File: config.mk
export PLATFORM = sky130hd
export DESIGN_NAME = pvp_fifo
export DESIGN_NICKNAME = d
export VERILOG_FILES = /design/src/pvp_pkg.sv /design/src/pvp_fifo.sv
export SDC_FILE = /design/constraint.sdc
export NUM_CORES = 1
export LEC_CHECK = 0
export ABC_CLOCK_PERIOD_IN_PS = 10900
export BUFFER_PORTS_ARGS = -buffer_cell sky130_fd_sc_hd__buf_4
export CAP_MARGIN = 20
export CORE_MARGIN = 3
export CORE_UTILIZATION = 61
export CTS_CLUSTER_DIAMETER = 50
export DETAILED_ROUTE_END_ITERATION = 8
export GPL_ROUTABILITY_DRIVEN = 0
export PLACE_DENSITY = 0.84
export SYNTH_ARGS = -nofsm -noshare
export SYNTH_HDL_FRONTEND = slang
export SYNTH_SLANG_ARGS = --single-unit
File: constraint.sdc
create_clock -name aclk -period 10.9 [get_ports aclk]
set_input_delay 0 -clock aclk [delete_from_list [all_inputs] [get_ports aclk]]
set_output_delay 0 -clock aclk [all_outputs]
set_load 0.01 [all_outputs]
File: src/pvp_pkg.sv
// Shared constants, types and helper functions of the perspective vertex projection block.
// No dependencies.
package pvp_pkg;

    localparam int FRAC_BITS      = 16;
    localparam int COORD_WIDTH    = 32;
    // numerator of each division: 32-bit signed scale times a coordinate, plus headroom
    localparam int NUM_W          = COORD_WIDTH + 33;
    localparam int MAG_W          = NUM_W - 1;
    localparam int DEN_W          = COORD_WIDTH;
    localparam int DIV_LAT        = MAG_W + 2;
    localparam int RATIO_LIM_BITS = 48;
    localparam int RATIO_W        = RATIO_LIM_BITS + 2;
    localparam int SIZE_W         = 14;
    localparam int SCR_W          = RATIO_W + SIZE_W + 1;
    localparam int WIDE_W         = (NUM_W > SCR_W) ? NUM_W : SCR_W;
    localparam int TDATA_W        = ((3 * COORD_WIDTH + 7) / 8) * 8;
    localparam int CFG_DATA_W     = 32;
    localparam int CFG_IDX_W      = 3;
    localparam int QUEUE_DEPTH    = 4;
    localparam int QPTR_W         = 2;

    localparam logic [CFG_IDX_W-1:0] REG_X_SCALE      = CFG_IDX_W'(0);
    localparam logic [CFG_IDX_W-1:0] REG_Y_SCALE      = CFG_IDX_W'(1);
    localparam logic [CFG_IDX_W-1:0] REG_DEPTH_SCALE  = CFG_IDX_W'(2);
    localparam logic [CFG_IDX_W-1:0] REG_DEPTH_OFFSET = CFG_IDX_W'(3);
    localparam logic [CFG_IDX_W-1:0] REG_VIEW_WIDTH   = CFG_IDX_W'(4);
    localparam logic [CFG_IDX_W-1:0] REG_VIEW_HEIGHT  = CFG_IDX_W'(5);

    localparam logic [30:0]        RST_X_SCALE      = 31'd85133;
    localparam logic [30:0]        RST_Y_SCALE      = 31'd113512;
    localparam logic signed [31:0] RST_DEPTH_SCALE  = -32'sd66195;
    localparam logic signed [31:0] RST_DEPTH_OFFSET = -32'sd65865;
    localparam logic [SIZE_W-1:0]  RST_VIEW_WIDTH   = SIZE_W'(800);
    localparam logic [SIZE_W-1:0]  RST_VIEW_HEIGHT  = SIZE_W'(600);

    typedef struct packed {
        logic [30:0]        x_scale;
        logic [30:0]        y_scale;
        logic signed [31:0] depth_scale;
        logic signed [31:0] depth_offset;
        logic [SIZE_W-1:0]  view_width;
        logic [SIZE_W-1:0]  view_height;
    } cfg_t;

    typedef struct packed {
        logic signed [NUM_W-1:0] num_x;
        logic signed [NUM_W-1:0] num_y;
        logic signed [NUM_W-1:0] num_z;
        logic [DEN_W-1:0]        w;
        logic                    behind;
    } qitem_t;

    function automatic logic [COORD_WIDTH-1:0] sat_coord(input logic signed [WIDE_W-1:0] v);
        logic signed [WIDE_W-1:0] hi;
        logic signed [WIDE_W-1:0] lo;
        hi = $signed((WIDE_W'(1) << (COORD_WIDTH - 1)) - WIDE_W'(1));
        lo = ~hi;
        if (v > hi) begin
            return hi[COORD_WIDTH-1:0];
        end else if (v < lo) begin
            return lo[COORD_WIDTH-1:0];
        end
        return v[COORD_WIDTH-1:0];
    endfunction

    function automatic logic signed [RATIO_W-1:0] clamp_ratio(
        input logic signed [NUM_W-1:0] v);
        logic signed [NUM_W-1:0] lim;
        lim = $signed(NUM_W'(1) << RATIO_LIM_BITS);
        if (v > lim) begin
            return RATIO_W'(lim);
        end else if (v < -lim) begin
            return RATIO_W'(-lim);
        end
        return RATIO_W'(v);
    endfunction

endpackage

File: src/pvp_fifo.sv
// Short queue between the front end and the divide back end.
// Depends on pvp_pkg.
module pvp_fifo (
    input  logic            aclk,
    input  logic            aresetn,
    input  logic            push,
    input  pvp_pkg::qitem_t din,
    output logic            ready,
    output logic            valid,
    output pvp_pkg::qitem_t dout,
    input  logic            pop
);

    logic [pvp_pkg::QPTR_W-1:0] wr_ptr_reg;
    logic [pvp_pkg::QPTR_W-1:0] rd_ptr_reg;
    logic [pvp_pkg::QPTR_W:0]   count_reg;
    logic [pvp_pkg::QPTR_W:0]   count_next;
    pvp_pkg::qitem_t            mem_reg [pvp_pkg::QUEUE_DEPTH];

    assign ready = count_reg != (pvp_pkg::QPTR_W + 1)'(pvp_pkg::QUEUE_DEPTH);
    assign valid = count_reg != '0;
    assign dout  = mem_reg[rd_ptr_reg];

    always_comb begin
        unique case ({push, pop})
            2'b10:   count_next = count_reg + 1'b1;
            2'b01:   count_next = count_reg - 1'b1;
            default: count_next = count_reg;
        endcase
    end

    always_ff @(posedge aclk) begin
        if (!aresetn) begin
            wr_ptr_reg <= '0;
            rd_ptr_reg <= '0;
            count_reg  <= '0;
        end else begin
            count_reg <= count_next;
            if (push) begin
                wr_ptr_reg <= wr_ptr_reg + 1'b1;
            end
            if (pop) begin
                rd_ptr_reg <= rd_ptr_reg + 1'b1;
            end
        end
    end

    always_ff @(posedge aclk) begin
        if (push) begin
            mem_reg[wr_ptr_reg] <= din;
        end
    end

endmodule

; Word level (Yosys, flattened, before mapping)
; Memories as Yosys holds them, arrays and structs flattened. A register that Yosys moved wholly into a read port is not among the register bits.
; Index checks and enable logic that the tools add are counted.
[classes]
muxes = 5
shift = 0
n_eq_ne = 3
reduce_logical = 2
add_sub_neg = 4
n_mul = 0
n_lt_le_gt_ge = 0
n_bitwise = 0
n_div = 0
[ops]
columns = operator, count
row1 = one-hot mux 3 bit (2 select lines), 1
row2 = "adder 2 x 1 -> 2 bit, second input constant", 2
row3 = two-way mux 2 bit, 2
row4 = "adder 3 x 1 -> 3 bit, second input constant", 1
row5 = "inequality test 3 bit, second input constant", 1
row6 = nonzero test 3 bit, 1
row7 = "subtractor 3 x 1 -> 3 bit, second input constant", 1
row8 = "equality test 2 x 1 -> 1 bit, second input constant", 1
row9 = "equality test 2 bit, second input constant", 1
row10 = two-way mux 1 bit, 2
row11 = nonzero test 2 bit, 1
[word_totals]
word_cells = 18
register_bits = 7
ram_bits = 912
inputBits = 232
latchBits = 0
romBits = 0
n_memories = 1
out_inout_bits = 230
[memory_table]
columns = name, depth, word_bits, read_ports, rd_ports_with_merged_regs, wr, line
row1 = mem_reg, 4, 228, 1, 1, 1, pvp_fifo.sv:18  ; pvp_pkg::qitem_t mem_reg [pvp_pkg::QUEUE_DEPTH];

; Depth between registers and ports, before layout
; Gate-level depths: netlist of the first run.
[logic_depth]
depth_word = 3
depth_mapped = 7
mapped_depth_nobuf = 7

; Worst setup path before layout of the first run
; OpenSTA, ideal clock, no wires.
[synth_path]
kind = register to register
startpoint = reg wr_ptr_reg[0] (netlist name)
endpoint = mem mem_reg[0][0] (netlist name), enable pin
setup_ns = 0.616
path_stages_with_launch = 4
n_path_buf = 0
required_ns = 10.284
arrival_ns = 5.717
path_slack_ns = 4.567
cell_sequence = dfxtp_1 -> inv_1 -> ha_1 -> and2_1
[synth_lines]
columns = element, line
row1 = from (decl), pvp_fifo.sv:14  ; logic [pvp_pkg::QPTR_W-1:0] wr_ptr_reg;
row2 = from (signal assigned), pvp_fifo.sv:40  ; wr_ptr_reg <= wr_ptr_reg + 1'b1;
row3 = to (decl), pvp_fifo.sv:18
; No word-level cell before the write port.

==> results of run 1 <==
## cell usage in the layout, fill, tap and decap left out, types with 7 or more instances in the layout
cell | Yosys | final
clkinv_1 | 0 | 17
edfxtp_1 | 912 | 912
clkbuf_16 | 0 | 91
clkinvlp_4 | 0 | 7
buf_4 | 0 | 480
dlygate4sd3_1 | 0 | 232
clkbuf_1 | 2 | 14
dfxtp_1 | 9 | 7
clkinv_2 | 0 | 15
bufinv_16 | 0 | 9
diode_2 | 0 | 13
mux4_2 | 228 | 228
## metrics by stage
| stage | hold WS, ns | util | area [um2] |
|---|---|---|---|
| detailed placement | 0.204 | 0.692 | 37500 |
| CTS | 0.0561 | 0.790 | 42800 |
| finish | 0.0990 | 0.792 | 42900 |
| global route | 0.0847 | 0.792 | 42900 |
| floorplan | 0.0989 | - | 33600 |
| global placement | 0.199 | 0.692 | 37500 |
## critical path: stages, from the launching register on
cell and delay (ns):
dfxtp_4 1.01, buf_4 0.78, buf_4 0.80, mux4_2 0.65, buf_4 0.18
## report_power, final
group          switching (uW)  internal [uW]
clock                    1390           1780
combinational             477            473
sequential               73.5           4070
## layer usage
| metal | track usage | wire (um) |
|---|---|---|
| met4 | 0.0984 | 2980 |
| met3 | 0.0689 | 8870 |
| met1 | 0.382 | 29400 |
| met5 | 0 | 13 |
| met2 | 0.524 | 46900 |
## layout make-up
class | count | share of cell area
Timing Repair Buffer | 714 | 0.140
Clock buffer | 106 | 0.0547
Clock inverter | 61 | 0.0151
Multi-Input combinational cell | 259 | 0.126
Tap cell | 696 | 0.0203
Sequential cell | 921 | 0.643
Inverter | 6 | 0.000525
Antenna cell | 13 | 0.000759
## cells by family (layout without fill, tap and decap cells)
kind of cell             count (synthesis)  in the layout  share of synthesized area
AND/OR/NAND/NOR                         16             16                    0.00279
AO/OA/AOI/OAI                            3              3                   0.000521
other                                    0             13                          0
adder cells (fa/ha/maj)                  6              6                    0.00246
buffers and inverters                   57            887                     0.0194
XOR/XNOR                                 5              5                    0.00130
flip-flops                             921            921                      0.820
multiplexers                           229            229                      0.153
## final timing paths
path / start / endpoint / slack, ns / depth (start not counted)
worst max-delay path: flip-flop / dout[155] / 6.76 / 4
worst min register to register: rd_ptr_reg[1] / flip-flop / 0.63 / 2
worst max register to register: wr_ptr_reg[0] / mem_reg[0][208] / 7.37 / 5
worst min-delay path: din[216] / mem_reg[2][216] / 0.1 / 2
## what timing repair did
action | in CTS | in global routing
gates resized for setup | 0 | 0
hold endpoints to repair | 921 | 0
hold buffers | 232 | 0
endpoints found under the setup margin | 0 | 0
==> metrics.txt, run 1 <==
status finished clean; Cell Count, Final, Fillers Out 2,776; Final Hold Viols 0; Final ANT Viol Nets 0; htree depth 3; DR pass1 iterations 5; post-synthesis sequential area ratio 0.820; max-cap violations 0; syn_nets 1,475; largest area contributor in the netlist edfxtp_1; number of I/O port buffers 461; Die W 241 um; Max-slew headroom 0.284; most frequent cell after synthesis edfxtp_1; Post-Syn Area 33,600 um2; Final Slew Violations 0; fraction of registers with async set or reset after synthesis 0; DIE AREA 57,900 um2; Synth top cells by count edfxtp_1 (912), mux4_2 (228), buf_12 (24), buf_2 (23), and2_1 (10); clock buffer count from CTS 90; Synth Flop Type edfxtp_1; largest net degree at the start of global routing 72; Post-DP HPWL 42,200 um; vias in the first global route 18,300; Worst-Skew Late Latency 0.64 ns; All-Layer GR Usage 0.301; grt ovf 0; dominant cells by area after synthesis edfxtp_1 (82%), mux4_2 (15%), buf_12 (1.4%); overall power 8270 uW; Clock Tree Root clkbuf_16; clock sink total 921; filler cell count 2,345; DRT iter0 DRCs 1,761; TNS Setup 0 ns; die height 241 um; Via-to-Cell Ratio 6.29; clk slew on worst S/H paths 0.07 ns; synth unique cells 21; Tcrit/Tclk final 0.380; Post-synth EDFFs 912; Startpoint Class flip-flop; post-synthesis register bit count 921; Routed WL 88,200 um; worst clock skew 0.0239 ns; post-DR wirelength/cell 31.8 um; CP max FO 48; CTS tree built; critical setup path kind flip-flop to output port; layout cell share with drive strength beyond 1 0.412; Vias 17,500; critical path capture point type output port; setup ws final 6.76 ns; Place WS 6.97 ns; row count 85; HP Class input port to flip-flop; fin nets 2,230; postcts setup bufs 0; Synth warnings 0; Area growth, synth to finish 27.6%; number of flip-flops in the largest register 912; RSZ-0062 raised after global routing no; final setup vio count 0; Mean Syn Cell Area 27.2 um2; Core ar. 54,100 um2; worst-margin pin slew 1.07 ns; Leak 0.0146 uW; initial antenna violation count 11; I/O pins 462; Power Density 193 nW/um2; Starting Density 0.621; CTS max path bufs 3; Storage cell area 27,600 um2; multi-input logic area 5390 um2; share of the synthesized area in the top cell type 0.815; first-pass GRT wire length 125,000 um; Residual DRC 0; fmax 241 MHz; Final min period 4.14 ns; CP required 10.90 ns; VDD IR-drop max 0.233 mV; Data arrival, critical path 4.14 ns; Placed Instances 2,362; Gate Count Post-Synth 1,237
No activity file was read; power rests on OpenSTA's default activity.
==> run 2: changes to the inputs <==
- ABC_CLOCK_PERIOD_IN_PS: 10900 -> 4300
- CORE_UTILIZATION: 61 -> 57
- PLACE_DENSITY: 0.84 -> 0.79
- clock period: 10.9 -> 4.3 ns (I/O delays scaled with it)
==> run 2 against run 1 <==
Global-route usage is 4.1 points lower. Final area up 0.65%. Clock power rose by 140%. Critical path depth fell by 1. Count of clock-buffer cells in the layout is 6 higher. Core utilization fell by 4.8 points. Setup slack worse by 5.3 ns. Highest routed layer unchanged.
==> metrics.txt, run 2 (same netlist as run 1, synthesis figures left out) <==
I/O pins 462 (unchanged); Crit path buffers/inverters 2 (-1); CTS max path bufs 3 (unchanged); CTS tree built; CP required 4.30 ns (-6.60 ns); DIE AREA 61,900 um2 (+6.8%); Residual DRC 0 (unchanged); slowest CP cell dfxtp_4; clock sink total 921 (unchanged); largest net degree at the start of global routing 77 (+6.9%); Starting Density 0.579 (-0.0416); All-Layer GR Usage 0.260 (-0.0415); HP Class input port to flip-flop; Finished Core Util 0.744 (-0.0483); final setup vio count 0 (unchanged); r2r setup slk 2.07 ns (-5.30 ns); number of flip-flops in the largest register 912 (unchanged); Vias 16,700 (-4.3%); Post-DP HPWL 41,400 um (-2.0%); Via-to-Cell Ratio 5.86 (-6.8%); most frequent cells in the layout edfxtp_1 (912), buf_4 (479), dlygate4sd3_1 (232), mux4_2 (228), clkbuf_16 (95); initial antenna violation count 7 (-4); post-DR wirelength/cell 28.0 um (-12%); clock buffer count from CTS 92 (+2.2%); cell chain of the critical path buf_4 -> mux4_2 -> buf_4; Clock Tree Root clkbuf_16; number of I/O port buffers 461 (unchanged); Max-slew headroom 0.306 (+0.0222); CP max FO 39 (-19%); Worst-Skew Late Latency 0.63 ns (about the same); DR pass1 iterations 5 (unchanged); layout cell share with drive strength beyond 1 0.415 (+0.00327); first-pass GRT wire length 119,000 um (-4.7%); row count 88 (+3.5%); vias in the first global route 18,100 (-1.3%); DRT iter0 DRCs 1,523 (-14%); Startpoint Class flip-flop; Final Slew Violations 0 (unchanged); RSZ-0062 raised after global routing no; Final min period 2.79 ns; Final Hold Viols 0 (unchanged); VDD IR-drop max 0.434 mV (+86%); Tcrit/Tclk final 0.650; status finished clean; Die W 249 um (+3.4%); Routed WL 79,800 um (-9.5%); worst-margin pin slew 1.04 ns (-0.0333 ns); postcts setup bufs 0 (unchanged); critical path capture point type output port; family with the most delay on the worst path flip-flops; die height 249 um (+3.4%); TNS Setup 0 ns (unchanged); max incr delay on CP 0.93 ns (-0.08 ns); worst clock skew 0.0253 ns (+0.00141 ns); max-cap violations 0 (unchanged); Data arrival, critical path 2.79 ns (-1.35 ns); grt ovf 0 (unchanged); fin nets 2,246 (+0.72%); clk slew on worst S/H paths 0.07 ns (about the same); Area growth, synth to finish 28.4%; Top cell by count, worst path buf_4; htree depth 3 (unchanged); fmax 358 MHz; Core ar. 58,000 um2 (+7.2%); most common cell after layout, fill and taps aside edfxtp_1; Leak 0.0147 uW (+0.68%); Final ANT Viol Nets 0 (unchanged); Power Density 478 nW/um2 (+150%); critical setup path kind flip-flop to output port; filler cell count 2,927 (+25%)
[run 2: changes by cell type in the layout (fill, tap and decap cells not counted), moves of 4 or more]
cell | previous run | this run
clkbuf_16 | 91 | 95
diode_2 | 13 | 3
clkinv_4 | 2 | 9
bufinv_16 | 9 | 5
clkinvlp_4 | 7 | 3
buf_12 | 0 | 17
[run 2: through the flow]
step	total power, uW	hold WS [ns]	cell area, um2	setup slack (ns)	std cells
floorplan	11800	0.0989	33600	0.529	1237
global placement	12700	0.198	37900	2.01	2447
detailed placement	12800	0.202	37900	2.00	2447
CTS	20600	0.0706	43100	1.41	2847
global route	21200	0.0889	43100	1.31	2849
finish	20600	0.120	43100	1.51	2850
[run 2: area by class of cell]
cell class	count	area (um2)	share of cell area
sequential	921	27600	0.639
timing repair buffer	728	6260	0.145
antenna	3	7.51	0.000174
inverter	6	22.5	0.000522
clock buffer	112	2440	0.0566
multi-input combinational	259	5390	0.125
tap	765	957	0.0222
clock inverter	56	489	0.0113
[run 2: path summary, 6_finish.rpt]
kind | from | cells past startpoint | end
setup / recovery | flip-flop | 3 | dout[60]
hold / removal | din[9] | 2 | mem_reg[3][9]
setup reg to reg | wr_ptr_reg[0] | 4 | mem_reg[0][188]
hold reg to reg | count_reg[2] | 2 | count_reg[2]
[run 2: power by group]
group	switching (uW)	leakage, uW	internal, uW
clock network	3370	0.00143	4380
logic	1150	0.00480	1230
registers	163	0.00845	10300
total	4690	0.0147	15900
[run 2: per-layer routing]
| layer | up-vias | GRT usage | wire length [um] |
|---|---|---|---|
| li1 | 6937 | - | - |
| met1 | 8677 | 0.321 | 27600 |
| met2 | 908 | 0.444 | 42200 |
| met3 | 165 | 0.0706 | 7190 |
| met4 | 8 | 0.0982 | 2760 |
| met5 | - | 0 | 55 |
[run 2: what timing repair did]
| action | CTS | global route |
|---|---|---|
| hold buffers | 232 | 0 |
| resized for setup | 0 | 0 |
| endpoints found under the hold margin | 921 | 0 |
==> run 3: changes to the inputs <==
- ABC_CLOCK_PERIOD_IN_PS: 4300 -> 2900
- clock period: 4.3 -> 2.9 ns (I/O delays scaled with it)
==> run 3 against run 2 <==
Routed wire length up 5.9%. Core utilization increased by 0.65 points. Sequential power grew 48%. Flip-flop and latch count stayed put. Hold slack worse by 0.0078 ns. Highest routed layer is now met4.
==> metrics.txt, run 3 (same netlist as run 1, synthesis figures left out) <==
htree depth 3 (unchanged); initial antenna violation count 4 (-3); placed standard-cell area 38,200 um2 (+0.72%); HP Class input port to flip-flop; CP required 2.90 ns (-1.40 ns); max-cap violations 0 (unchanged); I/O pins 462 (unchanged); most frequent cells in the layout edfxtp_1 (912), buf_4 (486), dlygate4sd3_1 (233), mux4_2 (228), clkbuf_16 (96); CTS tree built; die height 249 um (unchanged); Final ANT Viol Nets 0 (unchanged); clock buffer count from CTS 93 (+1.1%); fmax 402 MHz; cell chain of the critical path buf_12 -> buf_4 -> mux4_2 -> buf_4; Top cell by count, worst path buf_4; fin nets 2,266 (+0.89%); Residual DRC 0 (unchanged); clock share of power 0.383 (+0.007); Via-to-Cell Ratio 5.94 (+1.4%); Post-CTS Hold Buffers 233 (+0.43%); Die W 249 um (unchanged); clk slew on worst S/H paths 0.07 ns (about the same); Clock Tree Root clkbuf_16; Final Slew Violations 0 (unchanged); CTS max path bufs 3 (unchanged); Startpoint Class flip-flop; Final min period 2.48 ns; first-pass GRT wire length 126,000 um (+5.5%); Post-DP HPWL 44,300 um (+7.1%); RSZ-0062 raised after global routing no; DR pass1 iterations 5 (unchanged); Vias 17,100 (+2.2%); vias in the first global route 18,400 (+1.6%); grt ovf 0 (unchanged); VDD IR-drop max 0.604 mV (+39%); Data arrival, critical path 2.48 ns (-0.31 ns); most common cell after layout, fill and taps aside edfxtp_1; CP max FO 18 (-54%); postcts setup bufs 0 (unchanged); status finished clean; Crit path buffers/inverters 3 (+1); Power Density 715 nW/um2 (+50%); Final Hold Viols 0 (unchanged); Finished Core Util 0.750 (+0.00651); Sw Ratio 0.229 (+0.00147); worst clock skew 0.0162 ns (-0.00913 ns); DIE AREA 61,900 um2 (unchanged); critical path capture point type output port; Starting Density 0.579 (unchanged); Worst-Skew Late Latency 0.63 ns (about the same); layout cell share with drive strength beyond 1 0.419 (+0.00366); Area growth, synth to finish 29.5%; Routed WL 84,500 um (+5.9%); number of I/O port buffers 461 (unchanged); row count 88 (unchanged); clock sink total 921 (unchanged); slowest CP cell mux4_2; final cell area excluding filler cells 43,500 um2 (+0.88%); setup ws final 0.415 ns (-1.09 ns); final setup vio count 0 (unchanged); Max-slew headroom 0.483 (+0.177); Internal 24,000 uW (+51%); Core ar. 58,000 um2 (unchanged); number of flip-flops in the largest register 912 (unchanged); worst-margin pin slew 0.775 ns (-0.265 ns); largest net degree at the start of global routing 110 (+43%); Leak 0.0148 uW (+1.1%); All-Layer GR Usage 0.275 (+0.0155); post-DR wirelength/cell 29.4 um (+5.1%); Tcrit/Tclk final 0.857; max incr delay on CP 0.59 ns (-0.34 ns); Place WS 1.04 ns (-0.952 ns); family with the most delay on the worst path buffers and inverters; share of total power in sequential cells 0.499 (-0.009); DRT iter0 DRCs 1,623 (+6.6%); Switch Pwr 7120 uW (+52%); TNS Setup 0 ns (unchanged); Logic pwr share 0.117 (+0.002); critical setup path kind flip-flop to output port; post-cts resize count 0 (unchanged)
-- run 3: worst paths after layout --
check	start	to	slack, ns	cells past startpoint
worst min-delay path	din[108]	mem_reg[2][108]	0.11	2
worst max-delay path	flip-flop	dout[8]	0.42	4
worst min register to register	count_reg[2]	count_reg[2]	0.54	2
worst max register to register	wr_ptr_reg[0]	mem_reg[1][212]	1.00	3
-- run 3: power groups by stage --
stage               clock network (uW)  registers [uW]  logic, uW
detailed placement                   0           15800       3280
global placement                     0           15700       3240
CTS                              12000           15500       3620
global route                     12600           15600       3830
floorplan                            0           15700       1740
finish                           11900           15500       3650
-- run 3: final cells by class --
cell class	count	area, um2
flip-flops and latches	921	27600
fillers	2884	14500
repair buffers	747	6540
multi-input cells	259	5390
clock buffers	113	2470
well taps	765	957
clock inverters	56	554
inverters	6	22.5
diodes	5	12.5
-- run 3: stage by stage --
stage          hold WS (ns)  total power (uW)  instances
2_1_floorplan        0.0989             17400       1237
3_3_place_gp          0.198             18900       2465
3_5_place_dp          0.203             19000       2465
4_1_cts              0.0589             31100       2867
5_1_grt              0.0886             32000       2869
6_report              0.112             31100       2872
-- run 3: routing by layer --
metal  GRT usage  vias to the layer above  share of wire
met3      0.0686                      150          0.090
met2       0.475                      984           0.53
met4      0.0840                        0          0.029
met1       0.349                     8952           0.35
met5           0                        -              0
li1            -                     6976              -
